[src/rle_row_copy_decoder_core_defines.svh]
// Assertion macros used by the decoder top level.
`ifndef RLE_ROW_COPY_DECODER_CORE_DEFINES_SVH
`define RLE_ROW_COPY_DECODER_CORE_DEFINES_SVH

// Same-cycle implication, sampled on i_clk, off while reset is asserted.
`define RRCD_ASSERT_NOW(label, ante, cons, msg) \
    label: assert property (@(posedge i_clk) disable iff (!i_rst_n) (ante) |-> (cons)) \
        else $error(msg);

// Next-cycle implication, sampled on i_clk, off while reset is asserted.
`define RRCD_ASSERT_NEXT(label, ante, cons, msg) \
    label: assert property (@(posedge i_clk) disable iff (!i_rst_n) (ante) |=> (cons)) \
        else $error(msg);

`endif

[src/rrcd_pkg.sv]
// Types and constants of the run-length row-copy decoder.
`timescale 1ns / 1ps

package rrcd_pkg;

    typedef enum logic [1:0] {
        K_LIT  = 2'd0,
        K_RUN  = 2'd1,
        K_COPY = 2'd2,
        K_ERR  = 2'd3
    } t_kind;

    typedef struct packed {
        t_kind       kind;
        logic [7:0]  value;
        logic [15:0] count;
        logic        done_res;
    } t_result;

    typedef struct packed {
        logic stopped;
    } t_front_stat;

    // Register indexes on the configuration port
    localparam logic [1:0] REG_LONG_CODES = 2'd0;
    localparam logic [1:0] REG_ROW_WIDTH  = 2'd1;
    localparam logic [1:0] REG_MAX_OUTPUT = 2'd2;

    localparam logic [15:0] ROW_WIDTH_RESET  = 16'd320;
    localparam logic [31:0] MAX_OUTPUT_RESET = 32'd64000;

    // Code bytes
    localparam logic [7:0] CODE_LIT_ALL   = 8'h00;
    localparam logic [7:0] CODE_LIT_SHORT = 8'h7e;
    localparam logic [7:0] CODE_LIT_LONG  = 8'h7f;
    localparam logic [7:0] CODE_RUN_FIRST = 8'h81;
    localparam logic [7:0] CODE_RUN_SHORT = 8'hfc;
    localparam logic [7:0] CODE_COPY_LONG = 8'hfd;
    localparam logic [7:0] CODE_COPY_BYTE = 8'hfe;
    localparam logic [7:0] CODE_RUN_LONG  = 8'hff;

    localparam int RRCD_QUEUE_DEPTH = 4;

endpackage

[src/rrcd_if.sv]
// Stream interfaces for compressed input bytes and decoded result words.
`timescale 1ns / 1ps

interface rrcd_in_if;
    logic       valid;
    logic       ready;
    logic [7:0] in_byte;

    modport source (output valid, output in_byte, input ready);
    modport sink   (input valid, input in_byte, output ready);
endinterface

interface rrcd_out_if;
    logic        valid;
    logic        ready;
    logic [1:0]  kind;
    logic [7:0]  value;
    logic [15:0] count;
    logic        done_res;

    modport source (output valid, output kind, output value, output count,
                    output done_res, input ready);
    modport sink   (input valid, input kind, input value, input count,
                    input done_res, output ready);
endinterface

[src/rrcd_front.sv]
// Code-byte parser: classifies each byte, keeps the output total, builds result words.
`timescale 1ns / 1ps

module rrcd_front import rrcd_pkg::*; (
    input  logic        i_clk,
    input  logic        i_rst_n,
    input  logic        i_accept,
    input  logic [7:0]  i_byte,
    input  logic        i_long_codes,
    input  logic [15:0] i_row_width,
    input  logic [31:0] i_max_output,
    output logic        o_push,
    output t_result     o_res,
    output t_front_stat o_stat
);

    typedef enum logic [7:0] {
        PH_CODE   = 8'b0000_0001,
        PH_LIT    = 8'b0000_0010,
        PH_LITALL = 8'b0000_0100,
        PH_LENLO  = 8'b0000_1000,
        PH_LENHI  = 8'b0001_0000,
        PH_RUNVAL = 8'b0010_0000,
        PH_COPY8  = 8'b0100_0000,
        PH_STOP   = 8'b1000_0000
    } t_phase;

    t_phase      r_phase, n_phase;
    t_kind       r_pend, n_pend;
    logic [7:0]  r_low, n_low;
    logic [15:0] r_left, n_left;
    logic [31:0] r_total, n_total;

    logic [7:0]  max_lit;
    logic [7:0]  max_run;
    logic        copy_req;
    logic [15:0] copy_n;
    logic [15:0] len16;
    logic [32:0] sum;
    logic        done;

    assign max_lit = i_long_codes ? CODE_LIT_SHORT : CODE_LIT_LONG;
    assign max_run = i_long_codes ? CODE_RUN_SHORT : CODE_RUN_LONG;
    assign len16   = {i_byte, r_low};

    always_comb begin
        n_phase        = r_phase;
        n_pend         = r_pend;
        n_low          = r_low;
        n_left         = r_left;
        n_total        = r_total;
        o_push         = 1'b0;
        o_res.kind     = K_LIT;
        o_res.value    = 8'd0;
        o_res.count    = 16'd0;
        copy_req       = 1'b0;
        copy_n         = 16'd0;
        done           = 1'b0;
        if (i_accept) begin
            case (r_phase)
                PH_CODE: begin
                    if (r_total >= i_max_output) begin
                        n_phase = PH_STOP;
                    end else if (i_byte == CODE_LIT_ALL) begin
                        n_phase = PH_LITALL;
                    end else if (i_byte <= max_lit) begin
                        n_left  = {8'd0, i_byte};
                        n_phase = PH_LIT;
                    end else if (i_byte == CODE_LIT_LONG) begin
                        n_pend  = K_LIT;
                        n_phase = PH_LENLO;
                    end else if (i_byte >= CODE_RUN_FIRST && i_byte <= max_run) begin
                        n_left  = {9'd0, i_byte[6:0]};
                        n_phase = PH_RUNVAL;
                    end else if (i_byte == CODE_COPY_LONG) begin
                        n_pend  = K_COPY;
                        n_phase = PH_LENLO;
                    end else if (i_byte == CODE_COPY_BYTE) begin
                        n_phase = PH_COPY8;
                    end else if (i_byte == CODE_RUN_LONG) begin
                        n_pend  = K_RUN;
                        n_phase = PH_LENLO;
                    end else begin
                        o_push     = 1'b1;
                        o_res.kind = K_ERR;
                    end
                end
                PH_LIT: begin
                    if (r_left <= 16'd1) begin
                        n_left  = 16'd0;
                        n_phase = PH_CODE;
                    end else begin
                        n_left = r_left - 16'd1;
                    end
                    o_push      = 1'b1;
                    o_res.value = i_byte;
                    o_res.count = 16'd1;
                end
                PH_LITALL: begin
                    o_push      = 1'b1;
                    o_res.value = i_byte;
                    o_res.count = 16'd1;
                end
                PH_LENLO: begin
                    n_low   = i_byte;
                    n_phase = PH_LENHI;
                end
                PH_LENHI: begin
                    if (r_pend == K_LIT) begin
                        n_left  = len16;
                        n_phase = (len16 != 16'd0) ? PH_LIT : PH_CODE;
                    end else if (r_pend == K_RUN) begin
                        n_left  = len16;
                        n_phase = PH_RUNVAL;
                    end else begin
                        copy_req = 1'b1;
                        copy_n   = len16;
                    end
                end
                PH_COPY8: begin
                    copy_req = 1'b1;
                    copy_n   = {8'd0, i_byte};
                end
                PH_RUNVAL: begin
                    n_phase     = PH_CODE;
                    o_push      = 1'b1;
                    o_res.kind  = K_RUN;
                    o_res.value = i_byte;
                    o_res.count = r_left;
                end
                PH_STOP: begin
                    n_phase = PH_STOP;
                end
                default: begin
                    n_phase = PH_STOP;
                end
            endcase
        end

        if (copy_req) begin
            o_push = 1'b1;
            if (copy_n > i_row_width) begin
                o_res.kind = K_ERR;
            end else begin
                n_phase     = PH_CODE;
                o_res.kind  = K_COPY;
                o_res.count = copy_n;
            end
        end

        sum = {1'b0, r_total} + {17'd0, o_res.count};

        // Errors stop at once; other results add in, saturating, then meet the limit
        if (o_push) begin
            if (o_res.kind == K_ERR) begin
                done = 1'b1;
            end else begin
                n_total = sum[32] ? 32'hffff_ffff : sum[31:0];
                done    = (n_total >= i_max_output);
            end
        end
        if (done) begin
            n_phase = PH_STOP;
        end
        o_res.done_res = done;
    end

    assign o_stat.stopped = (r_phase == PH_STOP);

    always_ff @(posedge i_clk) begin
        if (!i_rst_n) begin
            r_phase <= PH_CODE;
            r_pend  <= K_LIT;
            r_low   <= 8'd0;
            r_left  <= 16'd0;
            r_total <= 32'd0;
        end else begin
            r_phase <= n_phase;
            r_pend  <= n_pend;
            r_low   <= n_low;
            r_left  <= n_left;
            r_total <= n_total;
        end
    end

endmodule

[src/rrcd_queue.sv]
// Result queue between the parser and the output channel.
`timescale 1ns / 1ps

module rrcd_queue import rrcd_pkg::*; #(
    parameter int DEPTH = RRCD_QUEUE_DEPTH
) (
    input  logic    i_clk,
    input  logic    i_rst_n,
    input  logic    i_push,
    input  t_result i_res,
    output logic    o_can_push,
    output logic    o_valid,
    output t_result o_res,
    input  logic    i_pop_ready
);

    localparam int PW = (DEPTH > 1) ? $clog2(DEPTH) : 1;
    localparam int CW = $clog2(DEPTH + 1);

    t_result       r_mem [DEPTH];
    logic [PW-1:0] r_wr, n_wr;
    logic [PW-1:0] r_rd, n_rd;
    logic [CW-1:0] r_cnt, n_cnt;
    logic          pop;

    assign o_valid    = (r_cnt != CW'(0));
    assign o_res      = r_mem[r_rd];
    assign pop        = o_valid && i_pop_ready;
    // A pop in the same cycle frees a slot for the incoming word
    assign o_can_push = (r_cnt != CW'(DEPTH)) || pop;

    always_comb begin
        n_wr  = r_wr;
        n_rd  = r_rd;
        n_cnt = r_cnt;
        if (i_push) begin
            n_wr = (r_wr == PW'(DEPTH - 1)) ? PW'(0) : r_wr + PW'(1);
        end
        if (pop) begin
            n_rd = (r_rd == PW'(DEPTH - 1)) ? PW'(0) : r_rd + PW'(1);
        end
        if (i_push && !pop) begin
            n_cnt = r_cnt + CW'(1);
        end else if (pop && !i_push) begin
            n_cnt = r_cnt - CW'(1);
        end
    end

    always_ff @(posedge i_clk) begin
        if (i_push) begin
            r_mem[r_wr] <= i_res;
        end
    end

    always_ff @(posedge i_clk) begin
        if (!i_rst_n) begin
            r_wr  <= '0;
            r_rd  <= '0;
            r_cnt <= '0;
        end else begin
            r_wr  <= n_wr;
            r_rd  <= n_rd;
            r_cnt <= n_cnt;
        end
    end

endmodule

[src/rle_row_copy_decoder_core.sv]
// Top level of the run-length decoder with copy from the previous row.
`timescale 1ns / 1ps
`include "rle_row_copy_decoder_core_defines.svh"

// The decoder takes one compressed byte per word on i_in and parses it as
// code bytes, literal bytes, fill bytes and 8- or 16-bit lengths (low byte
// first); it returns one word on o_out per literal byte, per run, per copy
// from the previous row, or for an error (code 0x80, or a copy longer than
// row_width). Input is taken at one byte per clock while i_in.ready is
// high: the parser settles each byte in the cycle it arrives, including the
// saturating add of the output total and its compare against max_output,
// and pushes any result word into a QUEUE_DEPTH-entry queue. i_in.ready
// drops only while the queue is full and o_out is stalled. Once a result
// carries done_res, or a code byte meets a total at or above max_output,
// the block stops: later bytes are still taken and dropped, and only reset
// restarts it. APB registers (byte address 0 long_codes, 4 row_width,
// 8 max_output) must be written only while idle; the block does not check.
module rle_row_copy_decoder_core import rrcd_pkg::*; #(
    parameter int QUEUE_DEPTH = RRCD_QUEUE_DEPTH
) (
    input  logic          i_clk,
    input  logic          i_rst_n,
    rrcd_in_if.sink       i_in,
    rrcd_out_if.source    o_out,
    input  logic          psel,
    input  logic          penable,
    input  logic          pwrite,
    input  logic [3:0]    paddr,
    input  logic [31:0]   pwdata,
    output logic [31:0]   prdata,
    output logic          pready
);

    logic        r_long_codes;
    logic [15:0] r_row_width;
    logic [31:0] r_max_output;

    logic        cfg_wr;
    logic        in_accept;
    logic        front_push;
    t_result     front_res;
    t_front_stat front_stat;
    logic        q_can_push;
    logic        q_valid;
    t_result     q_res;

    // Configuration port: zero wait states, write on the access phase
    assign pready = 1'b1;
    assign cfg_wr = psel && penable && pwrite;

    always_ff @(posedge i_clk) begin
        if (!i_rst_n) begin
            r_long_codes <= 1'b0;
            r_row_width  <= ROW_WIDTH_RESET;
            r_max_output <= MAX_OUTPUT_RESET;
        end else if (cfg_wr) begin
            case (paddr[3:2])
                REG_LONG_CODES: r_long_codes <= pwdata[0];
                REG_ROW_WIDTH:  r_row_width  <= pwdata[15:0];
                REG_MAX_OUTPUT: r_max_output <= pwdata;
                default: begin
                    // drop writes past the register list
                end
            endcase
        end
    end

    always_comb begin
        case (paddr[3:2])
            REG_LONG_CODES: prdata = {31'd0, r_long_codes};
            REG_ROW_WIDTH:  prdata = {16'd0, r_row_width};
            REG_MAX_OUTPUT: prdata = r_max_output;
            default:        prdata = 32'd0;
        endcase
    end

    // Front: take a byte whenever the queue has room for what it may cause
    assign i_in.ready = q_can_push;
    assign in_accept  = i_in.valid && q_can_push;

    rrcd_front u_front (
        .i_clk        (i_clk),
        .i_rst_n      (i_rst_n),
        .i_accept     (in_accept),
        .i_byte       (i_in.in_byte),
        .i_long_codes (r_long_codes),
        .i_row_width  (r_row_width),
        .i_max_output (r_max_output),
        .o_push       (front_push),
        .o_res        (front_res),
        .o_stat       (front_stat)
    );

    // Back: hold result words until the downstream writer takes them
    rrcd_queue #(
        .DEPTH (QUEUE_DEPTH)
    ) u_queue (
        .i_clk       (i_clk),
        .i_rst_n     (i_rst_n),
        .i_push      (front_push),
        .i_res       (front_res),
        .o_can_push  (q_can_push),
        .o_valid     (q_valid),
        .o_res       (q_res),
        .i_pop_ready (o_out.ready)
    );

    assign o_out.valid    = q_valid;
    assign o_out.kind     = q_res.kind;
    assign o_out.value    = q_res.value;
    assign o_out.count    = q_res.count;
    assign o_out.done_res = q_res.done_res;

    `RRCD_ASSERT_NOW(a_err_is_done, q_valid && (q_res.kind == K_ERR), q_res.done_res, "error word without done_res")
    `RRCD_ASSERT_NOW(a_lit_count_one, q_valid && (q_res.kind == K_LIT), q_res.count == 16'd1, "literal word with count other than one")
    `RRCD_ASSERT_NEXT(a_done_stops, front_push && front_res.done_res, front_stat.stopped, "parser kept running after a done word")
    `RRCD_ASSERT_NEXT(a_stop_sticky, front_stat.stopped, front_stat.stopped && !front_push, "parser left the stopped state")

endmodule
[src/flat_wrapper.sv]
// flat-port wrapper written by rule: the top's interface ports become plain ports
module rle_row_copy_decoder_core_flat import rrcd_pkg::*;
#(
    parameter int QUEUE_DEPTH = RRCD_QUEUE_DEPTH
)
  (i_clk, i_rst_n, psel, penable, pwrite, paddr, pwdata, prdata, pready, i_in_valid, i_in_in_byte, i_in_ready, o_out_valid, o_out_kind, o_out_value, o_out_count, o_out_done_res, o_out_ready);
  rrcd_in_if i_in_i ();
  rrcd_out_if o_out_i ();
  input  logic i_clk;
  input  logic i_rst_n;
  input  logic psel;
  input  logic penable;
  input  logic pwrite;
  input  logic [3:0] paddr;
  input  logic [31:0] pwdata;
  output logic [31:0] prdata;
  output logic pready;
  input wire logic [$bits(i_in_i.valid)-1:0] i_in_valid;
  input wire logic [$bits(i_in_i.in_byte)-1:0] i_in_in_byte;
  output wire logic [$bits(i_in_i.ready)-1:0] i_in_ready;
  output wire logic [$bits(o_out_i.valid)-1:0] o_out_valid;
  output wire logic [$bits(o_out_i.kind)-1:0] o_out_kind;
  output wire logic [$bits(o_out_i.value)-1:0] o_out_value;
  output wire logic [$bits(o_out_i.count)-1:0] o_out_count;
  output wire logic [$bits(o_out_i.done_res)-1:0] o_out_done_res;
  input wire logic [$bits(o_out_i.ready)-1:0] o_out_ready;
  assign i_in_i.valid = i_in_valid;
  assign i_in_i.in_byte = i_in_in_byte;
  assign i_in_ready = i_in_i.ready;
  assign o_out_valid = o_out_i.valid;
  assign o_out_kind = o_out_i.kind;
  assign o_out_value = o_out_i.value;
  assign o_out_count = o_out_i.count;
  assign o_out_done_res = o_out_i.done_res;
  assign o_out_i.ready = o_out_ready;
  rle_row_copy_decoder_core #(.QUEUE_DEPTH(QUEUE_DEPTH)) u_core (.i_clk(i_clk), .i_rst_n(i_rst_n), .i_in(i_in_i), .o_out(o_out_i), .psel(psel), .penable(penable), .pwrite(pwrite), .paddr(paddr), .pwdata(pwdata), .prdata(prdata), .pready(pready));
endmodule
[config.mk]
export PLATFORM = sky130hd
export DESIGN_NAME = rle_row_copy_decoder_core_flat
export DESIGN_NICKNAME = d
export VERILOG_FILES = /design/src/rrcd_pkg.sv /design/src/rrcd_if.sv /design/src/rrcd_front.sv /design/src/rrcd_queue.sv /design/src/rle_row_copy_decoder_core.sv /design/src/flat_wrapper.sv
export VERILOG_INCLUDE_DIRS = /design/src /design/src/src
export SDC_FILE = /design/constraint.sdc
export NUM_CORES = 1
export LEC_CHECK = 0
export BUFFER_PORTS_ARGS = -buffer_cell sky130_fd_sc_hd__buf_2
export CAP_MARGIN = 15
export CELL_PAD_IN_SITES_DETAIL_PLACEMENT = 0
export CELL_PAD_IN_SITES_GLOBAL_PLACEMENT = 2
export CORE_MARGIN = 8
export CORE_UTILIZATION = 25
export CTS_CLUSTER_DIAMETER = 50
export DETAILED_ROUTE_END_ITERATION = 6
export GPL_ROUTABILITY_DRIVEN = 1
export GPL_TIMING_DRIVEN = 0
export PLACE_DENSITY = 0.57
export SLEW_MARGIN = 40
export SYNTH_ARGS = -nofsm -noshare
export SYNTH_HDL_FRONTEND = slang
export SYNTH_SLANG_ARGS = --single-unit
export TNS_END_PERCENT = 30
[constraint.sdc]
create_clock -name i_clk -period 9.9 [get_ports i_clk]
set_input_delay 1.98 -clock i_clk [delete_from_list [all_inputs] [get_ports i_clk]]
set_output_delay 1.98 -clock i_clk [all_outputs]
set_load 0.03 [all_outputs]
==> impl_metrics.yaml <==
routing:
  per_cell_via_count_in_the_routed_design: 4.93
  initialDrtViolationCount: 779
  drt-total-wl_mm: 47.5
  first_pass_drt_iterations: 5
  final_antenna_net_count: 0
  wire_per_inst_um: 21.3
  vias: 11000
  total_drc_errors_in_the_routed_layout: 0
sta:
  maximum_frequency_from_static_timing_analysis_mhz: 106
  worst-slew-pin-transition_ns: 0.840
  fin_worst_skew_ns: 0.0252
  worst_hold_slack_ns: 0.470
  final-setup-viol-count: 0
  max_slew_margin_pct: 43.2
  final_min_period_over_clock_period_pct: 94.9
  final_period_minus_worst_setup_slack_ns: 9.40
  hold_violations: 0
  max_slew_violation_count: 0
  finalWorstSetupSlack_ns: 0.504
pwr:
  report.power.total_mw: 2.81
  power.ir.vdd_worst_uv: 85.8
  power.density_mw_per_mm2: 174
  static-leakage-power_nw: 6.28
synth:
  share_of_the_synthesized_netlist_area_taken_by_xor_and_xnor_gates_pct: 1.85
  biggest_area_consumer_among_synthesized_cells: "sky130_fd_sc_hd__edfxtp_1"
  seq_area_frac_synth_pct: 43.1
  syn_inst: 1368
  fraction_of_synthesized_area_in_multiplexers_pct: 5.36
  ys_warn_count: 0
  synthesis.area_mm2: 0.0133
  synth.area.top_cells: "sky130_fd_sc_hd__edfxtp_1, sky130_fd_sc_hd__dfxtp_1, sky130_fd_sc_hd__ha_1"
  synth_top_cells_by_count: "sky130_fd_sc_hd__nand2_1, sky130_fd_sc_hd__a21oi_1, sky130_fd_sc_hd__dfxtp_1, sky130_fd_sc_hd__edfxtp_1, sky130_fd_sc_hd__ha_1"
  yosys.area.top_type_share_pct: 24.4
  post_synth_fa_ha_maj_area_fraction_pct: 10.3
  yosys.area_share.simple_pct: 17.3
  synthArstFlopShare_pct: 0
  post_synth_num_cell_types: 83
  syn-mean-instance-area_um2: 9.70
  synth-compound-area-share_pct: 17.7
  yosys_register_bits: 232
  synth_nets: 1527
  combinational_family_with_the_most_area_after_synthesis: "compound AO/OA/AOI/OAI gates"
  number_of_enable_type_register_cells_in_the_synthesized_netlist: 108
  dominantRegCellSynth: "sky130_fd_sc_hd__dfxtp_1"
  synth.most_common_cell: "sky130_fd_sc_hd__nand2_1"
cts:
  root_buffer: "sky130_fd_sc_hd__clkbuf_16"
  max-clock-path-buffers: 3
  cts-buffers-inserted: 37
  cts_tree: "done"
  clock_latency_ns: 0.55
  worst_setup_hold_path_clk_slew_ns: 0.05
  numClockSinks: 232
  htreeDepth: 2
floorplan:
  core.rowCount: 84
  placeableCoreArea_mm2: 0.0526
  ioPinCount: 113
  chipWidth_um: 246
  design.die.area_mm2: 0.0607
  chipHeight_um: 246
  start_util_pct: 25.3
setup_path:
  critical_path_required_ns: 10.35
  endpoint_kind: "register"
  critical-path-top-cell-by-count: "sky130_fd_sc_hd__ha_1"
  timing.critical_path.fanout_max: 15
  worst_setup_path_start_kind: "input port"
  arrival_ns: 9.84
  crit_buf_inv: 2
  criticalPathCategory: "input port to register"
  slowest_delay_ns: 0.55
  cpMaxStageDelayCell: "sky130_fd_sc_hd__or4b_1"
  critPathTopFamily: "compound AO/OA/AOI/OAI gates"
global_routing:
  grt_pass1_vias: 11400
  grt_max_degree: 20
  globalRoute.totalOverflow: 0
  antenna_violations_before_repair: 0
  grt_first_pass_wirelength_mm: 72.2
  track_usage_pct: 15.5
placement:
  portBuffers: 103
  dpl_worst_slack_ns: -2.75
  finalWeightedCongestion: 0.786
  hpwl_mm: 36.4
outcome:
  status: "complete, no violations"
cells_and_area:
  design.final.nets: 1676
  post_route_cells_drive_above_1_share_pct: 18.0
  nFillCells: 5570
  antenna_cells_inserted: 0
  layout_overhead_on_the_synthesized_area_pct: 21.7
hold_path:
  hold_path_class: "register to register"
run:
  max-cap-violations: 0
-- tightest hold or removal path: cells and delay by family (launching register included) --
family          cells  cell delay [ns]
flops               1             0.31
compound gates      1             0.05
simple gates        1             0.05
-- registers in the layout, summed over array words and instances, names as in the netlist, 3 cells and up, named ones only --
register and count:
u_core.u_queue.r_mem 108, u_core.r_max_output 32, u_core.u_front.r_total 32, u_core.r_row_width 16, u_core.u_front.r_left 16, u_core.u_front.r_low 8
u_core.u_front.r_phase 8, u_core.u_queue.r_cnt 3
-- kinds of logic (layout without fill, tap and decap cells) --
logic type / count (synthesis) / in the layout
simple gates: 476 / 476
compound gates: 346 / 346
flops: 232 / 232
buf+inv: 140 / 314
fa+ha+maj: 108 / 108
mux: 37 / 37
xor+xnor: 28 / 28
other cells: 1 / 1
-- stage by stage --
step / setup TNS [ns] / instances / instance area [um2] / util, %
after floorplan: 0 / 1368 / 13300 / -
after global placement: -31.46 / 2159 / 14600 / 27.9
after detailed placement: -31.84 / 2165 / 14800 / 28.2
after CTS: -0.0255 / 2230 / 16100 / 30.6
after global routing: -0.00801 / 2230 / 16200 / 30.7
final: 0 / 2230 / 16200 / 30.7
-- report_power, final --
group	switching, mW	internal, mW	total [mW]
Clock	0.492	0.785	1.28
Combinational	0.312	0.176	0.488
Sequential	0.0216	1.03	1.05
-- final cells by class --
cell class	instances	area, um2	area share, %
repair buffers	112	661	4.09
clock inverters	20	221	1.37
flip-flops and latches	232	5730	35.4
clock buffers	44	972	6.02
inverters	70	263	1.63
multi-input cells	996	7130	44.1
well taps	688	861	5.33
plain buffers	68	323	2.00
-- worst paths after layout --
check / from / cells after the start / to / slack, ns
setup / recovery: o_out_ready / 30 / u_core.u_front.r_phase[5] / 0.50
hold / removal: u_core.r_max_output[22] / 2 / u_core.r_max_output[22] / 0.47
setup reg to reg: u_core.u_front.r_phase[5] / 35 / u_core.u_front.r_phase[5] / 0.70
hold reg to reg: u_core.r_max_output[22] / 2 / u_core.r_max_output[22] / 0.47
-- cells in the final DEF, fill, tap and decap left out, drive strengths merged, types with 9 or more instances in the layout --
master	netlist	routed
clkinv	0	10
inv	70	75
or2	10	10
a311oi	11	11
a21o	15	15
a31oi	14	14
dfxtp	124	124
nor2	80	80
nor4	9	9
mux4	27	27
xor2	19	19
a22o	26	26
a32o	9	9
o21ai	39	39
ha	106	106
nand2	209	209
nand3	27	27
edfxtp	108	108
a21oi	127	127
a22oi	12	12
and2	34	34
clkbuf	52	94
and3	17	17
o211ai	14	14
buf	18	130
nand4	10	10
nor3	31	31
xnor2	9	9
a211oi	14	14
-- what timing repair did --
| action | in CTS | in global routing |
|---|---|---|
| pin swaps | 3 | 3 |
| buffers inserted | 1 | 2 |
| setup endpoints to repair | 12 | 12 |
| hold buffers | 0 | 0 |
| gates resized for setup | 23 | 13 |
-- per-layer routing --
metal / share of wire, % / vias to the layer above / global-route usage (%)
met4: 1.7 / 0 / 3.59
li1: - / 5377 / -
met3: 4.4 / 51 / 2.93
met5: 0 / - / 0
met1: 51 / 5344 / 22.4
met2: 43 / 215 / 23.6
No activity file was read; power rests on OpenSTA's default activity.
